===== src/design/spd_pkg.sv =====
package spd_pkg;

    localparam int BUF_BYTES = 16;
    localparam int IDX_W     = $clog2(BUF_BYTES);
    localparam int CNT_W     = $clog2(BUF_BYTES + 1);

    localparam logic [7:0] SUM_MASK = 8'h7F;

    typedef enum logic [1:0]
    {
        PH_START = 2'd0,
        PH_LEN   = 2'd1,
        PH_DATA  = 2'd2,
        PH_SUM   = 2'd3
    } phase_t;

    typedef enum logic [1:0]
    {
        RES_GOOD     = 2'd0,
        RES_BAD_SUM  = 2'd1,
        RES_TOO_LONG = 2'd2
    } res_code_t;

    typedef struct packed
    {
        logic [1:0]         result_code;
        logic [7:0]         payload_length;
        logic signed [15:0] pos_x;
        logic signed [15:0] pos_y;
        logic signed [15:0] heading;
        logic [7:0]         manual_flag;
        logic [7:0]         path_flag;
    } result_t;

endpackage


===== src/design/spd_parser.sv =====
module spd_parser
(
    input  logic                clk,
    input  logic                rst_n,
    input  logic [7:0]          sync_byte,
    input  logic                take,
    input  logic [7:0]          rx_byte,
    output logic                res_valid,
    output spd_pkg::result_t    res
);
    import spd_pkg::*;

    phase_t           phase_reg, phase_next;
    logic [7:0]       sum_reg, sum_next;
    logic [CNT_W-1:0] count_reg, count_next;
    logic [CNT_W-1:0] exp_len_reg, exp_len_next;
    logic [7:0]       store_reg [BUF_BYTES];
    logic             store_we;
    logic [CNT_W-1:0] count_inc;
    logic [7:0]       sum_add;
    logic             sum_ok;

    assign count_inc = count_reg + 1'b1;
    assign sum_add   = sum_reg + rx_byte;
    assign sum_ok    = (rx_byte == (sum_reg & SUM_MASK));

    always_comb
    begin
        phase_next   = phase_reg;
        sum_next     = sum_reg;
        count_next   = count_reg;
        exp_len_next = exp_len_reg;
        store_we     = 1'b0;
        res_valid    = 1'b0;
        res          = '0;
        if (take)
        begin
            unique case (phase_reg)
                PH_START:
                begin
                    if (rx_byte == sync_byte)
                    begin
                        sum_next   = rx_byte;
                        phase_next = PH_LEN;
                    end
                end
                PH_LEN:
                begin
                    sum_next = sum_add;
                    if (rx_byte > 8'(BUF_BYTES))
                    begin
                        phase_next         = PH_START;
                        res_valid          = 1'b1;
                        res.result_code    = RES_TOO_LONG;
                        res.payload_length = rx_byte;
                    end
                    else
                    begin
                        exp_len_next = rx_byte[CNT_W-1:0];
                        count_next   = '0;
                        phase_next   = (rx_byte == 8'd0) ? PH_SUM : PH_DATA;
                    end
                end
                PH_DATA:
                begin
                    store_we   = (count_reg < CNT_W'(BUF_BYTES));
                    sum_next   = sum_add;
                    count_next = count_inc;
                    if (count_inc >= exp_len_reg)
                    begin
                        phase_next = PH_SUM;
                    end
                end
                PH_SUM:
                begin
                    phase_next         = PH_START;
                    res_valid          = 1'b1;
                    res.payload_length = 8'(exp_len_reg);
                    if (sum_ok)
                    begin
                        res.result_code = RES_GOOD;
                        res.pos_x       = {store_reg[1], store_reg[0]};
                        res.pos_y       = {store_reg[3], store_reg[2]};
                        res.heading     = {store_reg[5], store_reg[4]};
                        res.manual_flag = store_reg[6];
                        res.path_flag   = store_reg[7];
                    end
                    else
                    begin
                        res.result_code = RES_BAD_SUM;
                    end
                end
                default:
                begin
                    phase_next = PH_START;
                end
            endcase
        end
    end

    always_ff @(posedge clk or negedge rst_n)
    begin
        if (!rst_n)
        begin
            phase_reg   <= PH_START;
            sum_reg     <= '0;
            count_reg   <= '0;
            exp_len_reg <= '0;
            for (int i = 0; i < BUF_BYTES; i++)
            begin
                store_reg[i] <= '0;
            end
        end
        else
        begin
            phase_reg   <= phase_next;
            sum_reg     <= sum_next;
            count_reg   <= count_next;
            exp_len_reg <= exp_len_next;
            if (store_we)
            begin
                store_reg[count_reg[IDX_W-1:0]] <= rx_byte;
            end
        end
    end

endmodule


===== src/design/spd_out_reg.sv =====
module spd_out_reg
(
    input  logic                clk,
    input  logic                rst_n,
    input  logic                load,
    input  spd_pkg::result_t    res_in,
    input  logic                out_stall,
    output logic                out_valid,
    output spd_pkg::result_t    res_out
);
    import spd_pkg::*;

    logic    valid_reg, valid_next;
    result_t res_reg;

    always_comb
    begin
        valid_next = valid_reg;
        if (load)
        begin
            valid_next = 1'b1;
        end
        else if (!out_stall)
        begin
            valid_next = 1'b0;
        end
    end

    always_ff @(posedge clk or negedge rst_n)
    begin
        if (!rst_n)
        begin
            valid_reg <= 1'b0;
        end
        else
        begin
            valid_reg <= valid_next;
        end
    end

    always_ff @(posedge clk)
    begin
        if (load)
        begin
            res_reg <= res_in;
        end
    end

    assign out_valid = valid_reg;
    assign res_out   = res_reg;

endmodule


===== src/design/status_packet_deframer.sv =====
// Status packet deframer.
// Input channel: in_valid / in_stall carry one received byte (rx_byte) per item.
// Packets are: start byte, length byte, payload bytes, checksum byte.
// Output channel: out_valid / out_stall carry one result item per finished
// packet (checksum byte) or per rejected oversize length byte.
// Config channel: cfg_valid / cfg_ready write the start byte; cfg_ready is
// always high. Write only while no packet is in progress.
// A result is registered and appears in the cycle after the byte that ends the packet.
// Throughput: one byte per cycle while in_stall is low; the parser state and the
// status store update once per taken byte, with one result register behind them.
// in_stall rises only while a result sits in the output register and the
// receiver stalls it; the held result stays stable until taken.
// Reset clears the parser, the 16-byte status store and the start byte
// (to zero); no result is pending after reset.
module status_packet_deframer
(
    input  logic               clk,
    input  logic               rst_n,
    input  logic               cfg_valid,
    output logic               cfg_ready,
    input  logic [7:0]         cfg_sync_byte,
    input  logic               in_valid,
    output logic               in_stall,
    input  logic [7:0]         rx_byte,
    output logic               out_valid,
    input  logic               out_stall,
    output logic [1:0]         result_code,
    output logic [7:0]         payload_length,
    output logic signed [15:0] pos_x,
    output logic signed [15:0] pos_y,
    output logic signed [15:0] heading,
    output logic [7:0]         manual_flag,
    output logic [7:0]         path_flag
);
    import spd_pkg::*;

    logic [7:0] start_reg;
    logic       take;
    logic       res_valid;
    result_t    res;
    result_t    res_q;

    assign cfg_ready = 1'b1;
    assign in_stall  = out_valid & out_stall;
    assign take      = in_valid & ~in_stall;

    always_ff @(posedge clk or negedge rst_n)
    begin
        if (!rst_n)
        begin
            start_reg <= '0;
        end
        else if (cfg_valid && cfg_ready)
        begin
            start_reg <= cfg_sync_byte;
        end
    end

    spd_parser u_parser
    (
        .clk        (clk),
        .rst_n      (rst_n),
        .sync_byte  (start_reg),
        .take       (take),
        .rx_byte    (rx_byte),
        .res_valid  (res_valid),
        .res        (res)
    );

    spd_out_reg u_out
    (
        .clk       (clk),
        .rst_n     (rst_n),
        .load      (res_valid),
        .res_in    (res),
        .out_stall (out_stall),
        .out_valid (out_valid),
        .res_out   (res_q)
    );

    assign result_code    = res_q.result_code;
    assign payload_length = res_q.payload_length;
    assign pos_x          = res_q.pos_x;
    assign pos_y          = res_q.pos_y;
    assign heading        = res_q.heading;
    assign manual_flag    = res_q.manual_flag;
    assign path_flag      = res_q.path_flag;

endmodule


===== config.mk =====
export PLATFORM = sky130hd
export DESIGN_NAME = status_packet_deframer
export DESIGN_NICKNAME = d
export VERILOG_FILES = /design/src/design/spd_pkg.sv /design/src/design/spd_parser.sv /design/src/design/spd_out_reg.sv /design/src/design/status_packet_deframer.sv
export SDC_FILE = /design/constraint.sdc
export NUM_CORES = 1
export LEC_CHECK = 0
export BUFFER_PORTS_ARGS = -buffer_cell sky130_fd_sc_hd__buf_2
export CAP_MARGIN = 20
export CORE_MARGIN = 2
export CORE_UTILIZATION = 53
export CTS_CLUSTER_DIAMETER = 120
export DETAILED_ROUTE_END_ITERATION = 7
export GPL_TIMING_DRIVEN = 1
export HOLD_SLACK_MARGIN = 0.03
export PLACE_DENSITY = 0.8
export RECOVER_POWER = 25
export SLEW_MARGIN = 20
export SYNTH_ARGS = -nofsm -noshare
export SYNTH_HDL_FRONTEND = slang
export SYNTH_SLANG_ARGS = --single-unit

===== constraint.sdc =====
create_clock -name clk -period 15.9 [get_ports clk]
set_input_delay 2.385 -clock clk [delete_from_list [all_inputs] [get_ports clk]]
set_output_delay 2.385 -clock clk [all_outputs]
set_load 0.01 [all_outputs]

==> results of run 1 <==
[worst reg2reg max path, cell delays in order (launching register included)]
cell and delay (ps):
dfrtp_1 370, nand2_1 130, and2_0 770, nand2_1 300, o21ai_4 860, buf_4 600
[power breakdown]
| part | total [mW] | internal (mW) | switching [mW] |
|---|---|---|---|
| clock network | 0.421 | 0.262 | 0.159 |
| registers | 0.575 | 0.538 | 0.0371 |
| logic | 0.302 | 0.121 | 0.181 |
| total | 1.30 | 0.921 | 0.377 |
[cells by family (layout without fill, tap and decap cells)]
kind of cell | after synthesis | in the layout | share of synthesized area, %
AO/OA/AOI/OAI | 64 | 64 | 6.21
XOR/XNOR | 12 | 12 | 1.47
adder cells (fa/ha/maj) | 20 | 20 | 3.60
buffers and inverters | 38 | 149 | 2.19
flip-flops | 166 | 166 | 63.2
multiplexers | 69 | 69 | 10.8
other | 1 | 1 | 0.0524
AND/OR/NAND/NOR | 156 | 156 | 12.4
[final cells by class]
type	count	area, um^2	area share [%]
flip-flops and latches	166	4520	53.7
clock buffers	19	433	5.14
inverters	18	67.6	0.802
repair buffers	99	509	6.04
clock inverters	13	179	2.12
multi-input cells	322	2490	29.6
well taps	176	220	2.61
[final timing paths]
path	start	to
max in group clk	out_stall	in_stall
setup reg to reg	u_out.out_valid	u_out.res_out[32]
hold reg to reg	u_parser.store_reg[121]	u_parser.store_reg[121]
setup / recovery	rst_n	u_parser.store_reg[69]
hold / removal	u_parser.store_reg[121]	u_parser.store_reg[121]
min in group asynchronous	rst_n	u_parser.sum_reg[1]
[synthesized netlist by cell type, types with 2 or more instances]
cell type	number
mux2_2	65
o21ai_0	23
nand2b_1	11
a211oi_1	2
and2_1	65
a22o_1	2
o21a_1	4
nand3_1	4
nor2_1	5
nor2_2	2
a22oi_1	2
nor4_1	2
or2_2	2
a21oi_1	7
or3_1	4
edfxtp_1	74
xnor2_1	12
nor3_1	3
o211ai_1	3
mux2_1	2
buf_2	2
inv_1	18
clkbuf_1	16
ha_1	19
nand2_1	42
nand4_1	4
dfrtp_1	92
mux2i_1	2
a21o_1	3
o211a_1	2
a221o_1	3
and3_1	5
[routing by layer]
| metal | vias to the layer above | global-route usage, % | routed length [um] |
|---|---|---|---|
| li1 | 2067 | - | - |
| met1 | 2199 | 25.9 | 5960 |
| met2 | 112 | 32.6 | 6770 |
| met3 | 17 | 6.18 | 773 |
| met4 | 0 | 7.06 | 178 |
| met5 | - | 0 | 0 |
[metrics by stage]
| step | power [mW] | util [%] | hold slack, ps | instances | area (um^2) |
|---|---|---|---|---|---|
| final | 1.30 | 63.9 | 486 | 813 | 8420 |
| after global routing | 1.36 | 63.9 | 513 | 813 | 8420 |
| after CTS | 1.31 | 63.8 | 486 | 812 | 8410 |
| after detailed placement | 0.886 | 59.1 | 469 | 780 | 7800 |
| after global placement | 0.869 | 59.1 | 457 | 780 | 7800 |
| after floorplan | 0.793 | - | 442 | 526 | 7160 |
[cell usage in the layout (no fill, tap or decap), types with 7 or more instances in the layout]
cell       netlist  final
a21oi_1          7      7
and2_1          65     64
buf_2            2     94
clkbuf_16        0     17
dfrtp_1         92     92
edfxtp_1        74     74
ha_1            19     19
inv_1           18     18
mux2_2          65     65
nand2_1         42     42
nand2b_1        11     11
o21ai_0         23     22
xnor2_1         12     12
==> flow_metrics.py, run 1 <==
metrics = {
    "timing": {
        "tightest_slew_ps": 2790,
        "fmax_mhz": 165,
        "fin_crit_ps": 6070,
        "slew_headroom_pct": -86.1,
        "fin_skew_ps": 9.58,
        "slew_violations": 95,
        "hold_viol": 0,
        "setup_tns_ps": 0,
        "rsz0062_at_grt": "no",
        "worst_slack_ps": 9830,
        "setup-violations-final": 0,
        "period_share_pct": 38.1,
    },
    "clocking": {
        "cts_setup_buffers": 0,
        "clock_latency_ps": 420,
        "cts_root_buffer": "clkbuf_16",
        "clock_sinks": 166,
        "clk_pin_slew_ps": 60,
        "cts_resized": 0,
        "clk_path_buf_depth": 2,
        "cts_hold_buf": 0,
        "numCtsBuffers": 17,
        "cts_htree_levels": 4,
        "cts_tree": "done",
    },
    "die": {
        "rows": 42,
        "die_h_um": 120,
        "io_pins": 98,
        "die-area_mm2": 0.0144,
        "initial_core_util_pct": 54.2,
        "die_w_um": 120,
        "fp.coreArea_mm2": 0.0132,
    },
    "critical_path": {
        "crit_top_cell": "clkbuf_1",
        "path_depth": 2,
        "ff2ff_path_depth": 5,
        "end_kind": "async pin",
        "worstPathArrival_ps": 5990,
        "r2r_slack_ps": 12480,
        "critPathKind": "in2async",
        "crit_buf_inv": 2,
        "cp_top_family": "buffers and inverters",
        "path_cells": "clkbuf_1 -> clkbuf_1",
        "critPathMaxFanout": 53,
        "cp.required_ps": 15820,
        "slowest_stage": "clkbuf_1",
        "max_stage_delay_ps": 2090,
        "start_kind": "input pin",
    },
    "grt": {
        "grt_pass1_vias": 4490,
        "antenna_found_initial": 0,
        "grt-ovfl-total": 0,
        "grt_usage_pct": 20.1,
        "grt_first_pass_wirelength_um": 22200,
        "grt_max_degree": 65,
    },
    "min_path": {
        "min_path_type": "reg2reg",
        "holdPathStages": 2,
    },
    "logic_synthesis": {
        "syn_area_per_cell_um2": 13.6,
        "synthesis.nets": 567,
        "yosys_warnings": 0,
        "synth_top_cell_by_area": "dfrtp_1",
        "yosys_most_used_dff": "dfrtp_1",
        "yosys.area.top_type_share_pct": 32.2,
        "yosysSeqAreaShare_pct": 63.2,
        "syn_inst": 526,
        "synth_edf_count": 74,
        "ys_seq_elements": 166,
        "ys_top_cells_by_area": "dfrtp_1 (32%), edfxtp_1 (31%), mux2_2 (10%)",
        "synthArstFlopShare_pct": 55.4,
        "ys_types": 56,
        "mappedNetlistArea_mm2": 0.00716,
    },
    "cells_and_area": {
        "n_antenna_cell": 0,
        "drive_gt1_share_pct": 32.0,
        "area_growth_pct": 17.7,
        "fillerInstances": 1002,
        "largest_reg_flops": 74,
        "nets": 665,
    },
    "job": {
        "max_cap_violations": 2,
    },
    "power": {
        "powerDensity_mw_per_mm2": 154,
        "max-vdd-ir-drop_v": 0.0000698,
        "p_leak_nw": 3.76,
    },
    "routing": {
        "drc": 0,
        "avgRoutedWirePerCell_um": 16.8,
        "firstDrtPassIters": 4,
        "drt-initial-drc-count": 234,
        "via_count": 4395,
        "wl_um": 13700,
        "drtAntennaViolNets": 0,
        "viasPerCell": 5.41,
    },
    "placed_design": {
        "hpwlAfterDp_um": 9190,
        "pre_cts_ws_ps": 10620,
        "place_congestion": 0.837,
        "numPortBuffers": 96,
    },
    "outcome": {
        "violations": "max-capacitance violations, max-slew violations",
        "status": "finished, violations left",
    },
}
(Power assumes the default switching activity.)
==> run 2, diff against run 1 <==
Settings changed: ABC_AREA set to 1, PLACE_DENSITY 0.8 to 0.81.
Clock period 15.9 ns to 5.6 ns, I/O delays scaled along.
==> flow_metrics.py, run 2 <==
metrics = {
    "outcome": {
        "status": "finished, violations left",
        "violations": "max-capacitance violations, max-slew violations",
    },
    "placed_design": {
        "hpwlAfterDp_um": 9180,
        "place_congestion": 0.829,
        "pre_cts_ws_ps": 2150,
        "numPortBuffers": 96,
    },
    "clocking": {
        "clk_pin_slew_ps": 60,
        "cts_resized": 0,
        "cts_htree_levels": 4,
        "clock_latency_ps": 420,
        "cts_setup_buffers": 0,
        "clk_path_buf_depth": 2,
        "cts_root_buffer": "clkbuf_16",
        "cts_hold_buf": 0,
        "clock_sinks": 166,
        "numCtsBuffers": 17,
        "cts_tree": "done",
    },
    "grt": {
        "grtUsageMet1_pct": 27.6,
        "grt_first_pass_wirelength_um": 23500,
        "grt_max_degree": 74,
        "met2_usage_pct": 34.2,
        "antenna_found_initial": 0,
        "grt_pass1_vias": 4898,
        "grt_usage_pct": 21.3,
        "top_usage_layer": "met2",
        "grt-ovfl-total": 0,
        "grt_use_met3_pct": 4.79,
    },
    "cells_and_area": {
        "area_growth_pct": 16.7,
        "drive_gt1_share_pct": 16.1,
        "nets": 848,
        "layout_common_cells": "nand2_1 (161), inv_1 (113), buf_2 (94), dfrtp_1 (92), o21ai_0 (88)",
        "n_antenna_cell": 0,
        "final_common_cell": "nand2_1",
        "largest_reg_flops": 74,
    },
    "logic_synthesis": {
        "synth_xor_area_share_pct": 0.994,
        "synthMuxAreaShare_pct": 0.479,
        "synthesis.nets": 755,
        "synth_most_common_cell": "nand2_1",
        "syn_area_per_cell_um2": 9.88,
        "yosys.area.top_type_share_pct": 32.6,
        "yosys.area_share.simple_pct": 16.2,
        "synth_edf_count": 74,
        "yosysSeqAreaShare_pct": 64.2,
        "synth_fa_ha_area_share_pct": 3.66,
        "ys_seq_elements": 166,
        "ys_types": 24,
        "synth_compound_area_share_pct": 6.81,
        "synthArstFlopShare_pct": 55.4,
        "synth_top_cell_by_area": "dfrtp_1",
        "yosys_warnings": 0,
        "yosys_most_used_dff": "dfrtp_1",
        "synth_common_cells": "nand2_1 (163), inv_1 (113), dfrtp_1 (92), o21ai_0 (88), nor2_1 (82)",
        "syn_inst": 714,
        "ys_top_cells_by_area": "dfrtp_1 (33%), edfxtp_1 (32%), nand2_1 (8.7%)",
        "synth_top_family_by_area": "simple AND/OR/NAND/NOR gates",
        "mappedNetlistArea_mm2": 0.00705,
    },
    "routing": {
        "drc": 0,
        "via_count": 4994,
        "drt-initial-drc-count": 454,
        "viasPerCell": 5.01,
        "drtAntennaViolNets": 0,
        "avgRoutedWirePerCell_um": 14.2,
        "wl_um": 14100,
        "firstDrtPassIters": 5,
    },
    "critical_path": {
        "cp_top_family": "simple AND/OR/NAND/NOR gates",
        "worstPathArrival_ps": 3090,
        "critPathMaxFanout": 41,
        "slowest_stage": "nand2_2",
        "cp.required_ps": 5660,
        "startpoint": "rx_byte[3]",
        "path_cells": "buf_2 -> inv_1 -> nand4_1 -> nand2_1 -> nand2_1 -> nand3_1 -> nand2_2 -> buf_4",
        "start_kind": "input pin",
        "max_stage_delay_ps": 700,
        "end_kind": "flip-flop",
        "critPathKind": "in2reg",
        "crit_top_cell": "nand2_1",
        "r2r_slack_ps": 2960,
        "crit_buf_inv": 3,
        "r2r_start": "u_out.out_valid",
    },
    "timing": {
        "slew_headroom_pct": -17.4,
        "worst_slack_ps": 2570,
        "hold_viol": 0,
        "fin_skew_ps": 7.58,
        "period_share_pct": 54.1,
        "tightest_slew_ps": 1760,
        "setup_tns_ps": 0,
        "fin_crit_ps": 3030,
        "slew_violations": 74,
        "rsz0062_at_grt": "no",
        "setup-violations-final": 0,
        "fmax_mhz": 330,
    },
    "die": {
        "io_pins": 98,
        "fp.coreArea_mm2": 0.0131,
        "rows": 42,
        "die_w_um": 119,
        "die_h_um": 119,
        "die-area_mm2": 0.0142,
        "initial_core_util_pct": 53.7,
    },
    "power": {
        "p_leak_nw": 3.62,
        "max-vdd-ir-drop_v": 0.000185,
        "powerDensity_mw_per_mm2": 406,
    },
    "min_path": {
        "min_path_type": "reg2reg",
        "worstHoldStart": "u_parser.store_reg[120]",
    },
    "job": {
        "max_cap_violations": 1,
    },
}
-- run 2: cell count changes after synthesis, moves of 8 or more --
cell,change
o21ai_0,+65
mux2_2,-62
nand3_1,+19
and2_1,-65
buf_2,+13
clkbuf_1,-8
inv_1,+95
nor2_1,+77
nand2b_1,-11
nand2_1,+121
-- run 2: final timing paths --
path / depth (start not counted) / end
worst min register to register: 2 / u_parser.store_reg[120]
min in group asynchronous: 1 / start_reg[6]
worst min-delay path: 2 / u_parser.store_reg[120]
worst max-delay path: 8 / u_out.res_out[65]
max in group asynchronous: 2 / u_parser.store_reg[126]
worst max register to register: 6 / u_out.res_out[65]
-- run 2: area by class of cell --
class | instances | area (um^2)
clock buffers | 24 | 472
clock inverters | 8 | 98.8
fillers | 1047 | 4910
inverters | 113 | 424
multi-input cells | 411 | 2000
flip-flops and latches | 166 | 4520
well taps | 176 | 220
repair buffers | 98 | 490
-- run 2: cell families (layout without fill, tap and decap cells) --
group,Yosys count,count (layout)
compound gates,95,95
flops,166,166
simple gates,284,284
mux,3,3
other cells,1,1
xor+xnor,8,8
fa+ha+maj,20,20
buf+inv,137,243
-- run 2: where the power goes --
| part | internal [mW] | leakage (nW) | switching, mW |
|---|---|---|---|
| logic | 0.229 | 1.39 | 0.433 |
| registers | 1.47 | 1.95 | 0.0847 |
| clock network | 0.678 | 0.274 | 0.439 |
-- run 2: routing by layer --
| metal | vias up | wire, um |
|---|---|---|
| met2 | 154 | 6780 |
| met1 | 2354 | 6330 |
| li1 | 2453 | - |
| met5 | - | 0 |
| met4 | 0 | 419 |
| met3 | 33 | 608 |
-- run 2: stage by stage --
stage	total power, mW	cell area, um^2	hold slack (ps)	utilization (%)	cells
finish	3.34	8230	485	62.6	996
global route	3.52	8230	500	62.6	996
CTS	3.35	8230	288	62.7	996
detailed placement	2.23	7660	473	58.3	964
global placement	2.21	7660	465	58.3	964
floorplan	2.01	7050	453	-	714
-- run 2: worst register-to-register path, cell delays in order (launching register included) --
cell	delay, ps
dfrtp_1	380
nand2_1	130
nand2_2	140
inv_1	100
nand3_1	250
nand2_2	700
buf_4	570
